## src/design/slws_pkg.sv

```systemverilog
// Shared types, codes and helpers for the status LED wink sequencer.
// No dependencies; imported by every other design file.
package slws_pkg;

   localparam int TIMER_WIDTH = 16;
   localparam int DUR_WIDTH   = 16;
   localparam int FLASH_WIDTH = 3;
   localparam int CSR_AW      = 5;
   localparam int CSR_DW      = 32;

   localparam logic [31:0] TMAX_EXT = 32'((64'd1 << TIMER_WIDTH) - 64'd1);

   // actions carried by one request beat
   localparam logic [1:0] ACT_TICK  = 2'd0;
   localparam logic [1:0] ACT_SET   = 2'd1;
   localparam logic [1:0] ACT_IDENT = 2'd2;

   // LED modes
   localparam logic [2:0] MODE_OFF         = 3'd0;
   localparam logic [2:0] MODE_CONNECTED   = 3'd1;
   localparam logic [2:0] MODE_ADVERTISING = 3'd2;
   localparam logic [2:0] MODE_STALE       = 3'd3;
   localparam logic [2:0] MODE_DROPPED     = 3'd4;

   // drive colours, bit 0 red, bit 1 green, bit 2 blue
   localparam logic [2:0] RGB_NONE   = 3'b000;
   localparam logic [2:0] RGB_RED    = 3'b001;
   localparam logic [2:0] RGB_YELLOW = 3'b011;
   localparam logic [2:0] RGB_BLUE   = 3'b100;
   localparam logic [2:0] RGB_WHITE  = 3'b111;

   // register indexes
   localparam logic [2:0] REG_WINK       = 3'd0;
   localparam logic [2:0] REG_IDENT_ON   = 3'd1;
   localparam logic [2:0] REG_IDENT_OFF  = 3'd2;
   localparam logic [2:0] REG_IDLE_GAP   = 3'd3;
   localparam logic [2:0] REG_DROP_FAST  = 3'd4;
   localparam logic [2:0] REG_DROP_SLOW  = 3'd5;
   localparam logic [2:0] REG_INSIST     = 3'd6;
   localparam logic [2:0] REG_FLASHES    = 3'd7;

   // register reset values
   localparam logic [DUR_WIDTH-1:0]   RST_WINK      = DUR_WIDTH'(20);
   localparam logic [DUR_WIDTH-1:0]   RST_IDENT_ON  = DUR_WIDTH'(60);
   localparam logic [DUR_WIDTH-1:0]   RST_IDENT_OFF = DUR_WIDTH'(120);
   localparam logic [DUR_WIDTH-1:0]   RST_IDLE_GAP  = DUR_WIDTH'(2000);
   localparam logic [DUR_WIDTH-1:0]   RST_DROP_FAST = DUR_WIDTH'(1000);
   localparam logic [DUR_WIDTH-1:0]   RST_DROP_SLOW = DUR_WIDTH'(3000);
   localparam logic [DUR_WIDTH-1:0]   RST_INSIST    = DUR_WIDTH'(60000);
   localparam logic [FLASH_WIDTH-1:0] RST_FLASHES   = FLASH_WIDTH'(3);

   typedef struct packed {
      logic [DUR_WIDTH-1:0]   wink_ms;
      logic [DUR_WIDTH-1:0]   ident_on_ms;
      logic [DUR_WIDTH-1:0]   ident_off_ms;
      logic [DUR_WIDTH-1:0]   idle_gap_ms;
      logic [DUR_WIDTH-1:0]   drop_fast_gap_ms;
      logic [DUR_WIDTH-1:0]   drop_slow_gap_ms;
      logic [DUR_WIDTH-1:0]   insist_window_ms;
      logic [FLASH_WIDTH-1:0] ident_flashes;
   } cfg_type;

   // Load a duration into the step timer: zero counts as one, clip to the timer range.
   function automatic logic [TIMER_WIDTH-1:0] dur_load(input logic [DUR_WIDTH-1:0] ms);
      logic [31:0] v;
      v = 32'(ms);
      if (v == 32'd0) begin
         v = 32'd1;
      end
      if (v > TMAX_EXT) begin
         v = TMAX_EXT;
      end
      return v[TIMER_WIDTH-1:0];
   endfunction

endpackage

```

## src/design/slws_csr.sv

```systemverilog
// APB-style register file for the wink sequencer durations and flash count.
// Depends on slws_pkg.
module slws_csr
   import slws_pkg::*;
(
   input  logic              clock,
   input  logic              reset,
   input  logic              psel,
   input  logic              penable,
   input  logic              pwrite,
   input  logic [CSR_AW-1:0] paddr,
   input  logic [CSR_DW-1:0] pwdata,
   output logic [CSR_DW-1:0] prdata,
   output logic              pready,
   output cfg_type           cfg
);

   cfg_type     cfg_ff;
   cfg_type     cfg_in;
   logic        wr_en;
   logic [2:0]  idx;

   assign pready = 1'b1;
   assign wr_en  = psel && penable && pwrite;
   assign idx    = paddr[CSR_AW-1:2];
   assign cfg    = cfg_ff;

   always_comb begin
      cfg_in = cfg_ff;
      if (wr_en) begin
         unique case (idx)
            REG_WINK:      cfg_in.wink_ms          = pwdata[DUR_WIDTH-1:0];
            REG_IDENT_ON:  cfg_in.ident_on_ms      = pwdata[DUR_WIDTH-1:0];
            REG_IDENT_OFF: cfg_in.ident_off_ms     = pwdata[DUR_WIDTH-1:0];
            REG_IDLE_GAP:  cfg_in.idle_gap_ms      = pwdata[DUR_WIDTH-1:0];
            REG_DROP_FAST: cfg_in.drop_fast_gap_ms = pwdata[DUR_WIDTH-1:0];
            REG_DROP_SLOW: cfg_in.drop_slow_gap_ms = pwdata[DUR_WIDTH-1:0];
            REG_INSIST:    cfg_in.insist_window_ms = pwdata[DUR_WIDTH-1:0];
            REG_FLASHES:   cfg_in.ident_flashes    = pwdata[FLASH_WIDTH-1:0];
            default:       cfg_in = cfg_ff;
         endcase
      end
   end

   always_comb begin
      unique case (idx)
         REG_WINK:      prdata = CSR_DW'(cfg_ff.wink_ms);
         REG_IDENT_ON:  prdata = CSR_DW'(cfg_ff.ident_on_ms);
         REG_IDENT_OFF: prdata = CSR_DW'(cfg_ff.ident_off_ms);
         REG_IDLE_GAP:  prdata = CSR_DW'(cfg_ff.idle_gap_ms);
         REG_DROP_FAST: prdata = CSR_DW'(cfg_ff.drop_fast_gap_ms);
         REG_DROP_SLOW: prdata = CSR_DW'(cfg_ff.drop_slow_gap_ms);
         REG_INSIST:    prdata = CSR_DW'(cfg_ff.insist_window_ms);
         REG_FLASHES:   prdata = CSR_DW'(cfg_ff.ident_flashes);
         default:       prdata = '0;
      endcase
   end

   always_ff @(posedge clock) begin
      if (reset) begin
         cfg_ff.wink_ms          <= RST_WINK;
         cfg_ff.ident_on_ms      <= RST_IDENT_ON;
         cfg_ff.ident_off_ms     <= RST_IDENT_OFF;
         cfg_ff.idle_gap_ms      <= RST_IDLE_GAP;
         cfg_ff.drop_fast_gap_ms <= RST_DROP_FAST;
         cfg_ff.drop_slow_gap_ms <= RST_DROP_SLOW;
         cfg_ff.insist_window_ms <= RST_INSIST;
         cfg_ff.ident_flashes    <= RST_FLASHES;
      end else begin
         cfg_ff <= cfg_in;
      end
   end

endmodule

```

## src/design/slws_core.sv

```systemverilog
// Sequencer state and the single-pass step logic for one request beat.
// Depends on slws_pkg.
module slws_core
   import slws_pkg::*;
(
   input  logic       clock,
   input  logic       reset,
   input  logic       step_en,
   input  logic [1:0] action,
   input  logic [2:0] mode_code,
   input  cfg_type    cfg,
   output logic [2:0] rgb_next
);

   logic [2:0]             cur_mode_ff,      cur_mode_in;
   logic                   is_lit_ff,        is_lit_in;
   logic [FLASH_WIDTH-1:0] flashes_left_ff,  flashes_left_in;
   logic                   step_pending_ff,  step_pending_in;
   logic [TIMER_WIDTH-1:0] ms_to_step_ff,    ms_to_step_in;
   logic [TIMER_WIDTH-1:0] ms_since_drop_ff, ms_since_drop_in;
   logic [2:0]             rgb_ff,           rgb_in;

   logic                   run;
   logic                   in_window;
   logic [TIMER_WIDTH-1:0] tick_left;

   always_comb begin
      cur_mode_in      = cur_mode_ff;
      is_lit_in        = is_lit_ff;
      flashes_left_in  = flashes_left_ff;
      step_pending_in  = step_pending_ff;
      ms_to_step_in    = ms_to_step_ff;
      ms_since_drop_in = ms_since_drop_ff;
      rgb_in           = rgb_ff;
      run              = 1'b0;
      tick_left        = ms_to_step_ff;
      if (ms_to_step_ff != '0) begin
         tick_left = ms_to_step_ff - TIMER_WIDTH'(1);
      end

      // decode the beat
      unique case (action)
         ACT_TICK: begin
            if (ms_since_drop_ff != '1) begin
               ms_since_drop_in = ms_since_drop_ff + TIMER_WIDTH'(1);
            end
            if (step_pending_ff) begin
               ms_to_step_in = tick_left;
               run           = (tick_left == '0);
            end
         end
         ACT_SET: begin
            if (mode_code <= MODE_DROPPED &&
                !(mode_code == cur_mode_ff && mode_code != MODE_DROPPED)) begin
               cur_mode_in = mode_code;
               if (mode_code == MODE_DROPPED) begin
                  ms_since_drop_in = '0;
               end
               rgb_in    = RGB_NONE;
               is_lit_in = 1'b0;
               run       = 1'b1;
            end
         end
         ACT_IDENT: begin
            flashes_left_in = cfg.ident_flashes;
            rgb_in          = RGB_NONE;
            is_lit_in       = 1'b0;
            run             = 1'b1;
         end
         default: begin
         end
      endcase

      in_window = 32'(ms_since_drop_in) < 32'(cfg.insist_window_ms);

      // wink step
      if (run) begin
         step_pending_in = 1'b0;
         if (is_lit_in) begin
            rgb_in    = RGB_NONE;
            is_lit_in = 1'b0;
            if (flashes_left_in != '0) begin
               flashes_left_in = flashes_left_in - FLASH_WIDTH'(1);
               ms_to_step_in   = dur_load(cfg.ident_off_ms);
               step_pending_in = 1'b1;
            end else begin
               case (cur_mode_in) inside
                  MODE_ADVERTISING, MODE_STALE: begin
                     ms_to_step_in   = dur_load(cfg.idle_gap_ms);
                     step_pending_in = 1'b1;
                  end
                  MODE_DROPPED: begin
                     ms_to_step_in   = in_window ? dur_load(cfg.drop_fast_gap_ms)
                                                 : dur_load(cfg.drop_slow_gap_ms);
                     step_pending_in = 1'b1;
                  end
                  default: begin
                  end
               endcase
            end
         end else if (flashes_left_in != '0) begin
            rgb_in          = RGB_WHITE;
            is_lit_in       = 1'b1;
            ms_to_step_in   = dur_load(cfg.ident_on_ms);
            step_pending_in = 1'b1;
         end else begin
            case (cur_mode_in)
               MODE_ADVERTISING: rgb_in = RGB_BLUE;
               MODE_DROPPED:     rgb_in = RGB_RED;
               MODE_STALE:       rgb_in = RGB_YELLOW;
               default:          rgb_in = rgb_in;
            endcase
            if (cur_mode_in == MODE_ADVERTISING || cur_mode_in == MODE_DROPPED ||
                cur_mode_in == MODE_STALE) begin
               is_lit_in       = 1'b1;
               ms_to_step_in   = dur_load(cfg.wink_ms);
               step_pending_in = 1'b1;
            end
         end
      end
   end

   assign rgb_next = rgb_in;

   always_ff @(posedge clock) begin
      if (reset) begin
         cur_mode_ff      <= MODE_OFF;
         is_lit_ff        <= 1'b0;
         flashes_left_ff  <= '0;
         step_pending_ff  <= 1'b0;
         ms_to_step_ff    <= '0;
         ms_since_drop_ff <= '0;
         rgb_ff           <= RGB_NONE;
      end else if (step_en) begin
         cur_mode_ff      <= cur_mode_in;
         is_lit_ff        <= is_lit_in;
         flashes_left_ff  <= flashes_left_in;
         step_pending_ff  <= step_pending_in;
         ms_to_step_ff    <= ms_to_step_in;
         ms_since_drop_ff <= ms_since_drop_in;
         rgb_ff           <= rgb_in;
      end
   end

endmodule

```

## src/design/status_led_wink_sequencer_top.sv

```systemverilog
// Top level of the status LED wink sequencer: request/result registers around the core.
// Depends on slws_pkg, slws_csr and slws_core.
//
// Each request beat is a 1 ms tick, a mode change or an identify request, and
// yields exactly one result beat: the red/green/blue drive after that beat.
// The block takes one request per clock cycle for as long as results are
// taken; a request is captured in an input register, passes the step logic
// once the result register is free or being drained, and lands in the
// result register. The result register and the input register together
// decouple the two sides, so a request is still accepted while a finished
// result waits. Timing registers are written through the APB-style port at
// byte address 4*index and must only be changed while no request is in
// flight.
module status_led_wink_sequencer_top
   import slws_pkg::*;
(
   input  logic              clock,
   input  logic              reset,
   // request channel
   input  logic              req_valid,
   output logic              req_ready,
   input  logic [1:0]        req_action,
   input  logic [2:0]        req_mode_code,
   // result channel
   output logic              rsp_valid,
   input  logic              rsp_ready,
   output logic              rsp_red_on,
   output logic              rsp_green_on,
   output logic              rsp_blue_on,
   // configuration port
   input  logic              psel,
   input  logic              penable,
   input  logic              pwrite,
   input  logic [CSR_AW-1:0] paddr,
   input  logic [CSR_DW-1:0] pwdata,
   output logic [CSR_DW-1:0] prdata,
   output logic              pready
);

   cfg_type    cfg;
   logic       in_valid_ff,  in_valid_in;
   logic [1:0] in_action_ff;
   logic [2:0] in_mode_ff;
   logic       out_valid_ff, out_valid_in;
   logic [2:0] out_rgb_ff;
   logic [2:0] rgb_next;
   logic       req_fire;
   logic       out_load;

   slws_csr u_csr (
      .clock   (clock),
      .reset   (reset),
      .psel    (psel),
      .penable (penable),
      .pwrite  (pwrite),
      .paddr   (paddr),
      .pwdata  (pwdata),
      .prdata  (prdata),
      .pready  (pready),
      .cfg     (cfg)
   );

   // Advance the captured beat whenever the result register is free or being drained.
   assign out_load  = in_valid_ff && (!out_valid_ff || rsp_ready);
   assign req_ready = !in_valid_ff || out_load;
   assign req_fire  = req_valid && req_ready;

   slws_core u_core (
      .clock     (clock),
      .reset     (reset),
      .step_en   (out_load),
      .action    (in_action_ff),
      .mode_code (in_mode_ff),
      .cfg       (cfg),
      .rgb_next  (rgb_next)
   );

   always_comb begin
      in_valid_in = in_valid_ff;
      if (req_fire) begin
         in_valid_in = 1'b1;
      end else if (out_load) begin
         in_valid_in = 1'b0;
      end
      out_valid_in = out_valid_ff;
      if (out_load) begin
         out_valid_in = 1'b1;
      end else if (rsp_ready) begin
         out_valid_in = 1'b0;
      end
   end

   // control state
   always_ff @(posedge clock) begin
      if (reset) begin
         in_valid_ff  <= 1'b0;
         out_valid_ff <= 1'b0;
      end else begin
         in_valid_ff  <= in_valid_in;
         out_valid_ff <= out_valid_in;
      end
   end

   // payload: hold until the next beat moves in
   always_ff @(posedge clock) begin
      if (req_fire) begin
         in_action_ff <= req_action;
         in_mode_ff   <= req_mode_code;
      end
      if (out_load) begin
         out_rgb_ff <= rgb_next;
      end
   end

   assign rsp_valid    = out_valid_ff;
   assign rsp_red_on   = out_rgb_ff[0];
   assign rsp_green_on = out_rgb_ff[1];
   assign rsp_blue_on  = out_rgb_ff[2];

endmodule

```

## config.mk

```make
export PLATFORM = sky130hd
export DESIGN_NAME = status_led_wink_sequencer_top
export DESIGN_NICKNAME = d
export VERILOG_FILES = /design/src/design/slws_pkg.sv /design/src/design/slws_csr.sv /design/src/design/slws_core.sv /design/src/design/status_led_wink_sequencer_top.sv
export SDC_FILE = /design/constraint.sdc
export NUM_CORES = 1
export LEC_CHECK = 0
export ABC_AREA = 1
export CORE_MARGIN = 8
export CORE_UTILIZATION = 39
export DETAILED_ROUTE_END_ITERATION = 8
export DONT_BUFFER_PORTS = 1
export PLACE_DENSITY = 0.56
export REMOVE_ABC_BUFFERS = 1
export SYNTH_ARGS = -nofsm -noshare
export SYNTH_HDL_FRONTEND = slang
export SYNTH_SLANG_ARGS = --single-unit
```

## constraint.sdc

```tcl
create_clock -name clock -period 7.9 [get_ports clock]
set_clock_uncertainty 0.05 [all_clocks]
set_input_delay 2.37 -clock clock [delete_from_list [all_inputs] [get_ports clock]]
set_output_delay 2.37 -clock clock [all_outputs]
set_load 0.01 [all_outputs]
```

# After elaboration in Yosys (flattened, before gate mapping)

Cells that the tools add are included.

Add/sub/neg operators: 3
$lt $le $gt $ge: 8
Eq/ne operators: 16
Multiplexer cells: 81
Reduce and logical (&&, ||, !) cells: 36

Operator list:

| operator                                                                          | count |
|---|---|
| 32-bit 2-to-1 mux                                                                 | 24 |
| 16-bit 2-to-1 mux                                                                 | 26 |
| 32-bit one-hot mux with 8 select lines                                            | 1 |
| 32-bit by 16-bit greater-than comparator with 1-bit output, second input constant | 6 |
| 16-bit logical NOT                                                                | 7 |
| 16-bit one-hot mux with 2 select lines                                            | 1 |
| 3-bit 2-to-1 mux                                                                  | 10 |
| 3-bit equality test, second input constant                                        | 6 |
| 2-bit AND reduction                                                               | 9 |
| 16-bit by 1-bit adder with 16-bit output, second input constant                   | 1 |
| 16-bit < comparator                                                               | 1 |
| 16-bit != test, second input constant                                             | 1 |
| 16-bit nonzero test                                                               | 1 |
| 16-bit by 1-bit subtractor with 16-bit output, second input constant              | 1 |
| 1-bit 2-to-1 mux                                                                  | 15 |
| 3-bit by 2-bit equality test with 1-bit output, second input constant             | 4 |
| 3-bit one-hot mux with 3 select lines                                             | 1 |
| 1-bit logical AND                                                                 | 6 |
| 3-bit one-hot mux with 2 select lines                                             | 1 |
| 1-bit logical OR                                                                  | 4 |
| 2-bit nonzero test                                                                | 2 |
| 3-bit by 1-bit equality test with 1-bit output, second input constant             | 1 |
| 3-bit equality test                                                               | 1 |
| 3-bit less-or-equal comparator, second input constant                             | 1 |
| 11 further kinds                                                                  | 13 |

Flip-flop bits (word level): 168
Output and inout port bits: 38
Word-level logic and storage cells: 164

# Logic depth before layout (Yosys ltp)

Gate-level depths: netlist (run 1).

Depth after elaboration: 20
Depth in mapped cells: 28

# By module

From an unflattened synthesis (run 1), not the netlist that was laid out.

Cells, all modules: 1658
Area total of the unflattened synthesis: 10770.3 um^2

By module, submodules not included:

| module                        | times used | cells an instance | area each (um^2) | sequential area each (um^2) |
|---|---|---|---|---|
| slws_csr                      | 1          | 782               | 5416.4           | 2302.2 |
| slws_core                     | 1          | 856               | 5022.3           | 860.8 |
| status_led_wink_sequencer_top | 1          | 20                | 331.6            | 280.3 |

# Worst setup path before layout (run 1)

Ideal clock, no wire load.

Kind: in2out
From: in paddr[4]
To: out prdata[12]
Arrival time: 3.432 ns
Required time: 5.480 ns
Setup slack: 2.048 ns
Cell stages on the path: 7
Buffers on the path: 1
Path through: inv_1 -> nor3_1 -> inv_1 -> clkbuf_1 -> o22ai_1 -> a21oi_1 -> o211ai_1

Cells in the longest elaborated chain, start to end: 2
Elaborated cells between the ends (all ways): 9

RTL lines:

| item                                        | RTL line                            | RTL |
|---|---|---|
| from (decl)                                 | status_led_wink_sequencer_top.sv:34 | `input logic [CSR_AW-1:0] paddr,` |
| 3-bit equality test (tied with other cells) | slws_csr.sv:46                      | `unique case (idx)` |
| 32-bit one-hot mux with 8 select lines (*)  | slws_csr.sv:46                      |  |
| to (decl)                                   | status_led_wink_sequencer_top.sv:36 | `output logic [CSR_DW-1:0] prdata,` |

Every way passes the cells marked *; elsewhere a longest branch is shown, timed or not. The select of a mux whose other input is x is not followed.

# Final worst setup path (run 1)

From: in paddr[4]
To: out prdata[7]

Same word-level chain as after synthesis.

==> impl_metrics.csv, run 1 <==
group,metric,value,unit
clock_network,ctsHtreeMaxLevel,4,
yosys,postSynthRegisterBits,168,
clock_network,cts_max_path_buffers,2,
route,drt_iter0_drcs,1151,
global_route,grt-ovfl-total,0,
worst_setup_path,worstPathArrival,4.09,ns
route,viasPerCell,5.49,
route,vias,9632,
yosys,ys.warnings.count,0,
final_layout,area_of_combinational_cells_with_multiple_inputs,5280,µm²
yosys,synth_top_area_cells,"dfxtp_1, a21oi_1, o21ai_0",
timing,final_hold_viol_count,0,
global_route,via_count_of_the_first_global_routing_pass,8961,
worst_setup_path,crit-reg2reg-launch,"in_action_ff[1]",
worst_setup_path,worst-setup-path-type,"input port to output pin",
clock_network,clock_root_cell,"clkbuf_16",
die,core,25000,µm²
min_path,critical_hold_path_startpoint,"u_core.flashes_left_ff[2]",
clock_network,post_cts_resized,0,
die,die_w,175,µm
global_route,grt_first_pass_wirelength,50800,µm
worst_setup_path,critical_path.max_fanout,13,
final_layout,area.sequential,3440,µm²
final_layout,drive_gt1_frac,0.0638,
clock_network,postCtsSetupBuffers,0,
timing,layout_worst_path_cycle_share,0.824,
yosys,synth.yosys.seq_area_share,0.348,
timing,max_slew.worst_pin.slew,1.03,ns
worst_setup_path,critical_path.startpoint_type,"input port",
die,initial_utilization,0.395,
clock_network,clock_latency,0.43,ns
worst_setup_path,crit_required,5.48,ns
pwr,peakVddDrop,144,µV
yosys,synth.lib_cells_used.distinct,50,
final_layout,num-fill-cells,2643,
placed_design,portBuffers,0,
route,detail_route.first_pass.iterations,6,
final_layout,area_delta_synth_final,7.46,%
final_layout,finalInstanceArea,10600,µm²
timing,achievable-frequency,154,MHz
placed_design,placed_cells,1724,
route,route.detailed.wl_per_inst,18.4,µm
min_path,hold_depth,2,
timing,report.final.setup_viol,0,
worst_setup_path,timing.critical_path.buf_inv,2,
yosys,asyncSetResetFlopFracSynth,0,
worst_setup_path,path_delay_family,"simple AND/OR/NAND/NOR gates",
worst_setup_path,worst_path_most_repeated_cell,"inv_1",
run_status,outcome,"complete, no violations",
global_route,grt_start_max_net_pins,92,
yosys,synth_edf_count,8,
clock_network,number_of_buffers_inserted_by_hold_repair_at_cts,0,
clock_network,cts_inserted_buffers,17,
route,finalWirelength,32400,µm
placed_design,dpl_cell_area,10100,µm²
worst_setup_path,critPathCaptureType,"output pin",
yosys,postSynthCellCount,1451,
pwr,finalPower,2.08,mW
yosys,synthesis.area_per_instance,6.82,µm²
worst_setup_path,timing.critical_path.cells,"inv_1 -> nor3_1 -> inv_1 -> o22ai_1 -> a21oi_1 -> o211ai_1",
die,io-pin-count,87,
clock_network,cts_num_sinks,168,
die,std_cell_rows,58,
placed_design,detailedPlacementHpwl,24000,µm
global_route,grt_use_total,0.207,
route,count_of_nets_left_with_antenna_violations_after_detail_routing,0,
flow_run,maxCapViolCount,0,
die,die_height,175,µm
worst_setup_path,worstReg2RegEnd,"u_core.ms_to_step_ff[1]",
worst_setup_path,setup.reg_to_reg.worst_slack,3.41,ns
worst_setup_path,critical-path-slowest-cell,"nor3_1",
yosys,synth_top_cell_by_area,"dfxtp_1",
timing,worst_slew_margin_rel,0.309,
placed_design,place.gp.congestion,0.911,
timing,pins_over_slew_limit,0,
final_layout,number_of_diodes,0,
yosys,netlist_area,9890,µm²
route,drcViolationCount,0,
clock_network,cts_tree,"done",
yosys,synth_ff_type,"dfxtp_1",
min_path,min-delay-path-class,"flop to flop",
pwr,power_leakage,4.44,nW
global_route,antenna_violations_before_repair,0,
die,dieArea,30700,µm²
timing,finalCriticalPeriod,6.51,ns
worst_setup_path,worst-r2r-cell-count,19,
min_path,timing.hold.worst_endpoint,"u_core.flashes_left_ff[2]",
worst_setup_path,slowest_delay,0.63,ns
timing,totalNegativeSetupSlack,0,ns
yosys,synth_top_area_share,0.324,
final_layout,finish.net_count,1486,
clock_network,cts.clk_slew.worst_paths,0.07,ns
final_layout,finish.cell_count_without_fillers,1756,
pwr,power-per-cell-area,196,nW/µm²
timing,rsz_0062_raised_after_global_routing,"no",
-- metal layers --
| layer | global-route usage | part of all wire |
|---|---|---|
| met4 | 0.0685 | 0.026 |
| met5 | 0 | 0 |
| met3 | 0.0434 | 0.066 |
| met1 | 0.263 | 0.43 |
| met2 | 0.345 | 0.48 |
-- synthesized netlist by cell type, types with 2 or more instances --
| cell | n |
|---|---|
| nor2_1 | 105 |
| dfxtp_1 | 160 |
| ha_1 | 24 |
| buf_1 | 2 |
| buf_2 | 4 |
| edfxtp_1 | 8 |
| a211oi_1 | 2 |
| o211ai_1 | 34 |
| nand2_2 | 5 |
| o21a_1 | 13 |
| o221ai_1 | 3 |
| o22ai_1 | 42 |
| clkinv_1 | 4 |
| nor4_1 | 17 |
| a31o_2 | 2 |
| o21ai_0 | 167 |
| conb_1 | 2 |
| nand3_1 | 49 |
| nand3b_1 | 3 |
| inv_1 | 199 |
| a31oi_1 | 2 |
| a21oi_2 | 12 |
| o31ai_1 | 2 |
| nor3_2 | 2 |
| buf_6 | 4 |
| nand4_1 | 15 |
| nor2_8 | 2 |
| inv_2 | 9 |
| a221oi_1 | 4 |
| buf_4 | 19 |
| nand2_1 | 194 |
| clkbuf_1 | 58 |
| a22oi_1 | 6 |
| nor2_2 | 5 |
| nor3_1 | 16 |
| o21ai_1 | 8 |
| a41oi_1 | 2 |
| xnor2_1 | 5 |
| a21oi_1 | 220 |
| xor2_1 | 11 |
-- cells by family after synthesis --
| kind of cell | share of synthesized area |
|---|---|
| AOI/OAI and AO/OA | 0.297 |
| and+or+nand+nor | 0.185 |
| buffers and inverters | 0.125 |
| DFF | 0.348 |
| adders and majority gates | 0.0304 |
| xor gates and xnor gates | 0.0142 |
| other | 0.000759 |
-- final cells by class --
cell class,instances,share of cell area
Multi-Input combinational cell,998,0.497
Sequential cell,168,0.324
Inverter,213,0.0754
Clock buffer,18,0.0404
Tap cell,330,0.0388
Clock inverter,14,0.0141
Timing Repair Buffer,15,0.0106
-- cells in the final DEF (no fill, tap or decap), types with 4 or more instances in the layout --
cell | Yosys | layout
clkinv_4 | 0 | 5
xnor2_1 | 5 | 5
a21oi_2 | 12 | 12
o21ai_1 | 8 | 8
clkinv_1 | 4 | 5
nand2_1 | 194 | 193
nor3_1 | 16 | 15
a21oi_1 | 220 | 220
xor2_1 | 11 | 11
o21a_1 | 13 | 13
o211ai_1 | 34 | 34
inv_2 | 9 | 10
conb_1 | 2 | 17
nand3_1 | 49 | 49
nand2_2 | 5 | 6
buf_4 | 19 | 15
nor4_1 | 17 | 17
nand4_1 | 15 | 15
a221oi_1 | 4 | 4
nor2_1 | 105 | 104
dfxtp_1 | 160 | 160
a22oi_1 | 6 | 6
o21ai_0 | 167 | 167
ha_1 | 24 | 24
inv_1 | 199 | 198
edfxtp_1 | 8 | 8
o22ai_1 | 42 | 42
nor2_2 | 5 | 6
clkbuf_16 | 0 | 17
-- flip-flops by register name, summed over array words and instances, names as in the netlist --
| signal | count |
|---|---|
| u_core.is_lit_ff | 1 |
| in_action_ff | 2 |
| rsp_valid | 1 |
| in_valid_ff | 1 |
| u_csr.cfg | 115 |
| u_core.cur_mode_ff | 3 |
| u_core.ms_to_step_ff | 16 |
| out_rgb_ff | 3 |
| u_core.step_pending_ff | 1 |
| u_core.flashes_left_ff | 3 |
| in_mode_ff | 3 |
| u_core.ms_since_drop_ff | 16 |
| u_core.rgb_ff | 3 |
-- power by group --
group / internal (mW) / switching (mW) / total [mW]
Sequential: 0.880 / 0.0227 / 0.903
Clock: 0.468 / 0.371 / 0.839
Combinational: 0.106 / 0.234 / 0.340
-- worst reg2reg max path, delay by kind of cell, from the launching register on --
| kind | cells | cell delay (ns) |
|---|---|---|
| DFF | 1 | 0.42 |
| adders and majority gates | 2 | 0.94 |
| buffers and inverters | 4 | 0.80 |
| AOI/OAI and AO/OA | 8 | 1.62 |
| and+or+nand+nor | 5 | 0.59 |
-- worst max path at each step --
stage,to,from,cells after the start,slack [ns]
CTS,prdata[7],paddr[4],6,1.45
finish,prdata[7],paddr[4],6,1.39
global route,prdata[5],paddr[4],6,1.33
global placement,prdata[7],paddr[4],6,1.52
detailed placement,prdata[7],paddr[4],6,1.45
floorplan,prdata[0],paddr[4],6,1.72
-- metrics by stage --
| stage | worst slack (ns) | hold WS [ns] | util |
|---|---|---|---|
| 2_1_floorplan | 1.72 | 0.386 | - |
| 3_3_place_gp | 1.52 | 0.397 | 0.401 |
| 3_5_place_dp | 1.45 | 0.403 | 0.401 |
| 4_1_cts | 1.45 | 0.414 | 0.425 |
| 5_1_grt | 1.33 | 0.436 | 0.425 |
| 6_report | 1.39 | 0.415 | 0.425 |
Power figures use the tool's default switching activity.
==> run 2, diff against run 1 <==
--- a/config.mk
+++ b/config.mk
@@ -5,12 +5,12 @@
 export SDC_FILE = /design/constraint.sdc
 export NUM_CORES = 1
 export LEC_CHECK = 0
-export ABC_AREA = 1
+export ABC_AREA = 0
 export CORE_MARGIN = 8
 export CORE_UTILIZATION = 39
 export DETAILED_ROUTE_END_ITERATION = 8
 export DONT_BUFFER_PORTS = 1
-export PLACE_DENSITY = 0.56
+export PLACE_DENSITY = 0.58
 export REMOVE_ABC_BUFFERS = 1
 export SYNTH_ARGS = -nofsm -noshare
 export SYNTH_HDL_FRONTEND = slang
==> constraint.sdc (replaced) <==
create_clock -name clock -period 5.6 [get_ports clock]
set_clock_uncertainty 0.05 [all_clocks]
set_input_delay 1.68 -clock clock [delete_from_list [all_inputs] [get_ports clock]]
set_output_delay 1.68 -clock clock [all_outputs]
set_load 0.01 [all_outputs]
==> impl_metrics.csv, run 2 <==
group,metric,value,unit
yosys,asyncSetResetFlopFracSynth,0,
pwr,power-per-cell-area,257,nW/µm²
die,die_height,180,µm
timing,achievable-frequency,201,MHz
clock_network,post_cts_resized,0,
placed_design,place.gp.congestion,0.948,
worst_setup_path,critical-path-slowest-cell,"or4b_2",
yosys,synth.lib_cells_used.distinct,79,
yosys,synth.yosys.seq_area_share,0.330,
yosys,synth_top_cell_by_area,"dfxtp_1",
final_layout,layout_common_cells,"nand2_1, a21oi_1, dfxtp_1, o21ai_0, nor2_1",
worst_setup_path,timing.critical_path.buf_inv,0,
final_layout,area_delta_synth_final,6.84,%
clock_network,cts_num_sinks,168,
timing,totalNegativeSetupSlack,0,ns
route,drcViolationCount,0,
clock_network,ctsHtreeMaxLevel,4,
min_path,critical_hold_path_startpoint,"u_csr.cfg[6]",
worst_setup_path,crit-reg2reg-launch,"u_core.ms_since_drop_ff[0]",
timing,pins_over_slew_limit,0,
route,detail_route.first_pass.iterations,6,
global_route,via_count_of_the_first_global_routing_pass,9725,
worst_setup_path,crit_required,5.86,ns
worst_setup_path,worstReg2RegEnd,"u_core.ms_to_step_ff[7]",
final_layout,finish.net_count,1438,
timing,report.final.setup_viol,0,
worst_setup_path,critical_path.startpoint_type,"flop",
pwr,power_leakage,3.96,nW
yosys,synth_ff_type,"dfxtp_1",
min_path,min-delay-path-class,"flop to flop",
clock_network,cts_max_path_buffers,2,
yosys,synth_edf_count,8,
run_status,outcome,"complete, no violations",
final_layout,drive_gt1_frac,0.0689,
clock_network,number_of_buffers_inserted_by_hold_repair_at_cts,0,
clock_network,cts.clk_slew.worst_paths,0.07,ns
yosys,synthTopCellsByCount,"nand2_1, a21oi_1, dfxtp_1",
yosys,postSynthRegisterBits,168,
worst_setup_path,path_delay_family,"compound AO/OA/AOI/OAI gates",
worst_setup_path,slowest_delay,0.78,ns
final_layout,num-fill-cells,2760,
worst_setup_path,critPathCaptureType,"flop",
yosys,synthesis.area_per_instance,7.32,µm²
die,die_w,180,µm
global_route,antenna_violations_before_repair,0,
final_layout,area.sequential,3440,µm²
clock_network,clock_latency,0.45,ns
timing,worst_slew_margin_rel,0.192,
final_layout,fin_util,0.419,
worst_setup_path,worstPathArrival,5.23,ns
global_route,grt_use_total,0.224,
global_route,grt-ovfl-total,0,
global_route,grt_start_max_net_pins,108,
timing,final_hold_viol_count,0,
die,io-pin-count,87,
worst_setup_path,worst-r2r-cell-count,17,
die,dieArea,32200,µm²
min_path,timing.hold.worst_endpoint,"u_csr.cfg[6]",
yosys,netlist_area,10400,µm²
final_layout,layout_commonest_cell,"nand2_1",
timing,rsz_0062_raised_after_global_routing,"no",
timing,post_route_worst_hold_slack,0.408,ns
min_path,hold_depth,2,
final_layout,number_of_diodes,0,
route,vias,10800,
yosys,synth_top_area_share,0.307,
clock_network,postCtsSetupBuffers,0,
placed_design,place_ws,0.672,ns
yosys,yosys.cell_count.top_type,"nand2_1",
timing,final_critical_path_setup_slack,0.634,ns
route,drt_iter0_drcs,1473,
worst_setup_path,critical_path.max_fanout,16,
placed_design,portBuffers,0,
route,finalWirelength,37000,µm
yosys,synth_top_area_cells,"dfxtp_1, nand2_1, a21oi_1",
timing,finalCriticalPeriod,4.97,ns
route,route.detailed.wl_per_inst,21.5,µm
clock_network,cts_inserted_buffers,17,
worst_setup_path,worstSetupPathDepth,17,
global_route,grt_first_pass_wirelength,57900,µm
die,core,26600,µm²
final_layout,largest_register_ffs,115,
timing,max_slew.worst_pin.slew,1.21,ns
final_layout,area_of_combinational_cells_with_multiple_inputs,6390,µm²
clock_network,clock_root_cell,"clkbuf_16",
worst_setup_path,worst-setup-path-type,"flop to flop",
clock_network,cts_tree,"done",
yosys,ys.warnings.count,0,
worst_setup_path,setup.reg_to_reg.worst_slack,0.63,ns
die,initial_utilization,0.392,
route,viasPerCell,6.26,
pwr,finalPower,2.86,mW
flow_run,maxCapViolCount,0,
timing,layout_worst_path_cycle_share,0.887,
die,std_cell_rows,60,
pwr,peakVddDrop,242,µV
worst_setup_path,timing.critical_path.cells,"ha_1 -> nand4_1 -> or4b_2 -> nand2b_1 -> nor2_1 -> and3_1 -> o21ai_0 -> a22o_1 -> ha_1 -> nand4_1 -> nor2_1 -> a211o_1 -> a211o_1 -> o21ai_0 -> a21oi_1 -> a2111oi_0 -> o32ai_2",
placed_design,detailedPlacementHpwl,26500,µm
route,count_of_nets_left_with_antenna_violations_after_detail_routing,0,
yosys,postSynthCellCount,1425,
[run 2: cell types whose count changed after synthesis, sizes merged, moves of 15 or more]
cell    delta
nand3     +20
nor2      -31
a21oi     -61
inv      -167
o22ai     -21
clkbuf    +19
nor3      +16
nand2    +101
mux2i     +28
o21ai     -89
a221o     +15
[run 2: layer usage]
layer,up-vias,global-route usage,wire (µm)
met1,5203,0.317,16700
li1,5018,-,-
met4,0,0.0654,782
met5,-,0,0
met2,489,0.333,16000
met3,54,0.0506,3520
[run 2: final cells by class]
cell class,instances,area share
Multi-Input combinational cell,1115,0.573
Sequential cell,168,0.309
Clock buffer,18,0.0385
Tap cell,341,0.0383
Inverter,44,0.0148
Clock inverter,14,0.0134
Timing Repair Buffer,19,0.0128
[run 2: cell families (layout without fill, tap and decap cells)]
kind of cell | after synthesis | count (layout) | synth area share
multiplexers | 39 | 39 | 0.0420
AO/OA/AOI/OAI | 428 | 428 | 0.263
flip-flops | 168 | 168 | 0.330
adder cells (fa/ha/maj) | 24 | 24 | 0.0288
AND/OR/NAND/NOR | 597 | 597 | 0.261
buffers and inverters | 157 | 95 | 0.0655
other | 2 | 17 | 0.000720
XOR/XNOR | 10 | 10 | 0.00840
[run 2: worst max-delay path by stage]
stage / startpoint / to / slack (ns)
finish: u_core.ms_since_drop_ff[0] / u_core.ms_to_step_ff[7] / 0.63
global route: u_core.ms_since_drop_ff[0] / u_core.ms_to_step_ff[7] / 0.28
CTS: u_core.ms_since_drop_ff[0] / u_core.ms_to_step_ff[7] / 0.66
detailed placement: u_core.ms_since_drop_ff[0] / u_core.ms_to_step_ff[7] / 0.67
global placement: u_core.ms_since_drop_ff[0] / u_core.ms_to_step_ff[7] / 0.74
floorplan: paddr[2] / prdata[1] / 0.84
[run 2: metrics by stage]
step / cells / cell area, µm²
2_1_floorplan: 1327 / 9970
3_3_place_gp: 1687 / 10600
3_5_place_dp: 1687 / 10600
4_1_cts: 1719 / 11100
5_1_grt: 1719 / 11100
6_report: 1719 / 11100
[run 2: power by group]
part	internal [mW]	total [mW]	leakage [nW]	switching, mW
sequential	1.23	1.27	1.37	0.0389
combinational	0.135	0.389	2.32	0.253
clock	0.660	1.20	0.275	0.544
total	2.03	2.86	3.96	0.837
[run 2: worst reg2reg max path, stage by stage, from the launching register on]
cell and delay, ns:
dfxtp_1 0.45, ha_1 0.31, nand4_1 0.15, or4b_2 0.78, nand2b_1 0.15, nor2_1 0.07
and3_1 0.19, o21ai_0 0.15, a22o_1 0.19, ha_1 0.25, nand4_1 0.21, nor2_1 0.08
a211o_1 0.32, a211o_1 0.46, o21ai_0 0.24, a21oi_1 0.12, a2111oi_0 0.50, o32ai_2 0.15
==> run 3, diff against run 2 <==
--- a/config.mk
+++ b/config.mk
@@ -10,7 +10,7 @@
 export CORE_UTILIZATION = 39
 export DETAILED_ROUTE_END_ITERATION = 8
 export DONT_BUFFER_PORTS = 1
-export PLACE_DENSITY = 0.58
+export PLACE_DENSITY = 0.56
 export REMOVE_ABC_BUFFERS = 1
 export SYNTH_ARGS = -nofsm -noshare
 export SYNTH_HDL_FRONTEND = slang
==> constraint.sdc (replaced) <==
create_clock -name clock -period 6.1 [get_ports clock]
set_clock_uncertainty 0.05 [all_clocks]
set_input_delay 1.83 -clock clock [delete_from_list [all_inputs] [get_ports clock]]
set_output_delay 1.83 -clock clock [all_outputs]
set_load 0.01 [all_outputs]
==> impl_metrics.csv, run 3 (synthesis gave the netlist of run 2 again) <==
group,metric,value,unit
run_status,outcome,"complete, no violations",
timing,layout_worst_path_cycle_share,0.856,
worst_setup_path,worstReg2RegEnd,"u_core.ms_to_step_ff[7]",
timing,rsz_0062_raised_after_global_routing,"no",
placed_design,detailedPlacementHpwl,26400,µm
final_layout,num-fill-cells,2754,
timing,worst_slew_margin_rel,0.167,
pwr,power-per-cell-area,233,nW/µm²
final_layout,number_of_diodes,0,
worst_setup_path,critPathCaptureType,"output pin",
final_layout,drive_gt1_frac,0.0676,
worst_setup_path,critical_path.max_fanout,42,
clock_network,number_of_buffers_inserted_by_hold_repair_at_cts,0,
worst_setup_path,timing.critical_path.cells,"clkinv_1 -> nor2_1 -> buf_4 -> a22oi_1 -> nand2_1 -> o21ai_0 -> a21oi_1 -> nor2_1 -> a31oi_1",
clock_network,cts.clk_slew.worst_paths,0.07,ns
timing,totalNegativeSetupSlack,0,ns
clock_network,postCtsSetupBuffers,0,
final_layout,fin_util,0.418,
global_route,antenna_violations_before_repair,0,
die,std_cell_rows,60,
worst_setup_path,critical-path-slowest-cell,"a31oi_1",
die,initial_utilization,0.392,
clock_network,clock_root_cell,"clkbuf_16",
timing,report.final.setup_viol,0,
final_layout,layout_common_cells,"nand2_1, a21oi_1, dfxtp_1, o21ai_0, nor2_1",
clock_network,cts_max_path_buffers,2,
final_layout,area_of_combinational_cells_with_multiple_inputs,6390,µm²
route,finalWirelength,37600,µm
timing,pins_over_slew_limit,0,
worst_setup_path,worstPathArrival,3.34,ns
die,core,26600,µm²
pwr,peakVddDrop,186,µV
final_layout,largest_register_ffs,115,
worst_setup_path,worst-r2r-cell-count,17,
clock_network,cts_num_sinks,168,
route,detail_route.first_pass.iterations,7,
worst_setup_path,crit-reg2reg-launch,"u_core.ms_since_drop_ff[0]",
timing,max_slew.worst_pin.slew,1.24,ns
flow_run,maxCapViolCount,0,
timing,finalCriticalPeriod,5.22,ns
clock_network,ctsHtreeMaxLevel,4,
clock_network,cts_inserted_buffers,17,
global_route,grt_start_max_net_pins,108,
clock_network,cts_tree,"done",
global_route,grt_first_pass_wirelength,58400,µm
worst_setup_path,crit_required,4.22,ns
route,route.detailed.wl_per_inst,21.9,µm
final_layout,area_delta_synth_final,6.44,%
die,dieArea,32200,µm²
min_path,critical_hold_path_startpoint,"u_csr.cfg[6]",
placed_design,place.gp.congestion,0.894,
global_route,grt_use_total,0.225,
die,io-pin-count,87,
route,viasPerCell,6.29,
global_route,grt-ovfl-total,0,
global_route,via_count_of_the_first_global_routing_pass,9817,
worst_setup_path,critical_path.startpoint_type,"input port",
die,die_height,180,µm
route,drt_iter0_drcs,1342,
min_path,hold_depth,2,
final_layout,layout_commonest_cell,"nand2_1",
final_layout,area.sequential,3440,µm²
placed_design,portBuffers,0,
worst_setup_path,worst_path_most_repeated_cell,"nor2_1",
route,vias,10800,
worst_setup_path,worst-setup-path-type,"input port to output pin",
timing,final_hold_viol_count,0,
timing,achievable-frequency,191,MHz
route,drcViolationCount,0,
worst_setup_path,slowest_delay,0.29,ns
pwr,power_leakage,3.94,nW
route,count_of_nets_left_with_antenna_violations_after_detail_routing,0,
final_layout,finish.net_count,1436,
min_path,timing.hold.worst_endpoint,"u_csr.cfg[6]",
min_path,min-delay-path-class,"flop to flop",
clock_network,clock_latency,0.44,ns
die,die_w,180,µm
clock_network,post_cts_resized,0,
worst_setup_path,setup.reg_to_reg.worst_slack,1.03,ns
==> run 3: cell types whose count changed in the layout (fill, tap and decap cells not counted) <==
cell / previous run / this run
clkbuf_1: 1 / 0
clkinv_4: 3 / 1
clkinv_2: 2 / 3
inv_6: 3 / 4
clkinvlp_4: 3 / 4
buf_4: 19 / 17
bufinv_16: 2 / 1
clkinv_1: 3 / 4
==> run 3: worst max-delay path: cells and delay by family <==
kind,cells,cell delay [ns]
AO/OA/AOI/OAI,4,0.64
AND/OR/NAND/NOR,3,0.35
buffers and inverters,2,0.48
==> run 3: how the worst max path moves through the flow <==
stage,startpoint,end,slack [ns],cells past startpoint
6_report,paddr[2],prdata[1],0.88,9
5_1_grt,u_core.ms_since_drop_ff[0],u_core.ms_to_step_ff[7],0.57,17
4_1_cts,paddr[2],prdata[1],0.92,9
3_5_place_dp,paddr[2],prdata[1],0.92,9
3_3_place_gp,paddr[2],prdata[1],0.93,9
2_1_floorplan,paddr[2],prdata[1],1.04,8
==> run 3: metrics by stage <==
step / total power [mW] / cells / cell area, µm² / setup slack, ns / hold WS [ns]
after floorplan: 1.43 / 1327 / 9970 / 1.04 / 0.380
after global placement: 1.53 / 1685 / 10600 / 0.926 / 0.389
after detailed placement: 1.54 / 1685 / 10600 / 0.921 / 0.393
after CTS: 2.59 / 1717 / 11100 / 0.917 / 0.402
after global routing: 2.67 / 1717 / 11100 / 0.568 / 0.419
final: 2.59 / 1717 / 11100 / 0.875 / 0.403
==> run 3: per-layer routing <==
| layer | GRT usage | share of wire | wire (µm) |
|---|---|---|---|
| met4 | 0.0824 | 0.029 | 1090 |
| met3 | 0.0516 | 0.10 | 3740 |
| met2 | 0.329 | 0.42 | 15900 |
| met5 | 0 | 0 | 0 |
| met1 | 0.318 | 0.45 | 16800 |
==> run 3: where the power goes <==
group	internal [mW]	switching, mW
combinational	0.122	0.234
clock	0.562	0.504
sequential	1.13	0.0362
==> run 3: cell type report <==
| cell class | count | share of cell area |
|---|---|---|
| multi-input cells | 1115 | 0.575 |
| flip-flops and latches | 168 | 0.310 |
| well taps | 341 | 0.0384 |
| clock buffers | 17 | 0.0383 |
| inverters | 44 | 0.0149 |
| repair buffers | 17 | 0.0115 |
| clock inverters | 15 | 0.0114 |
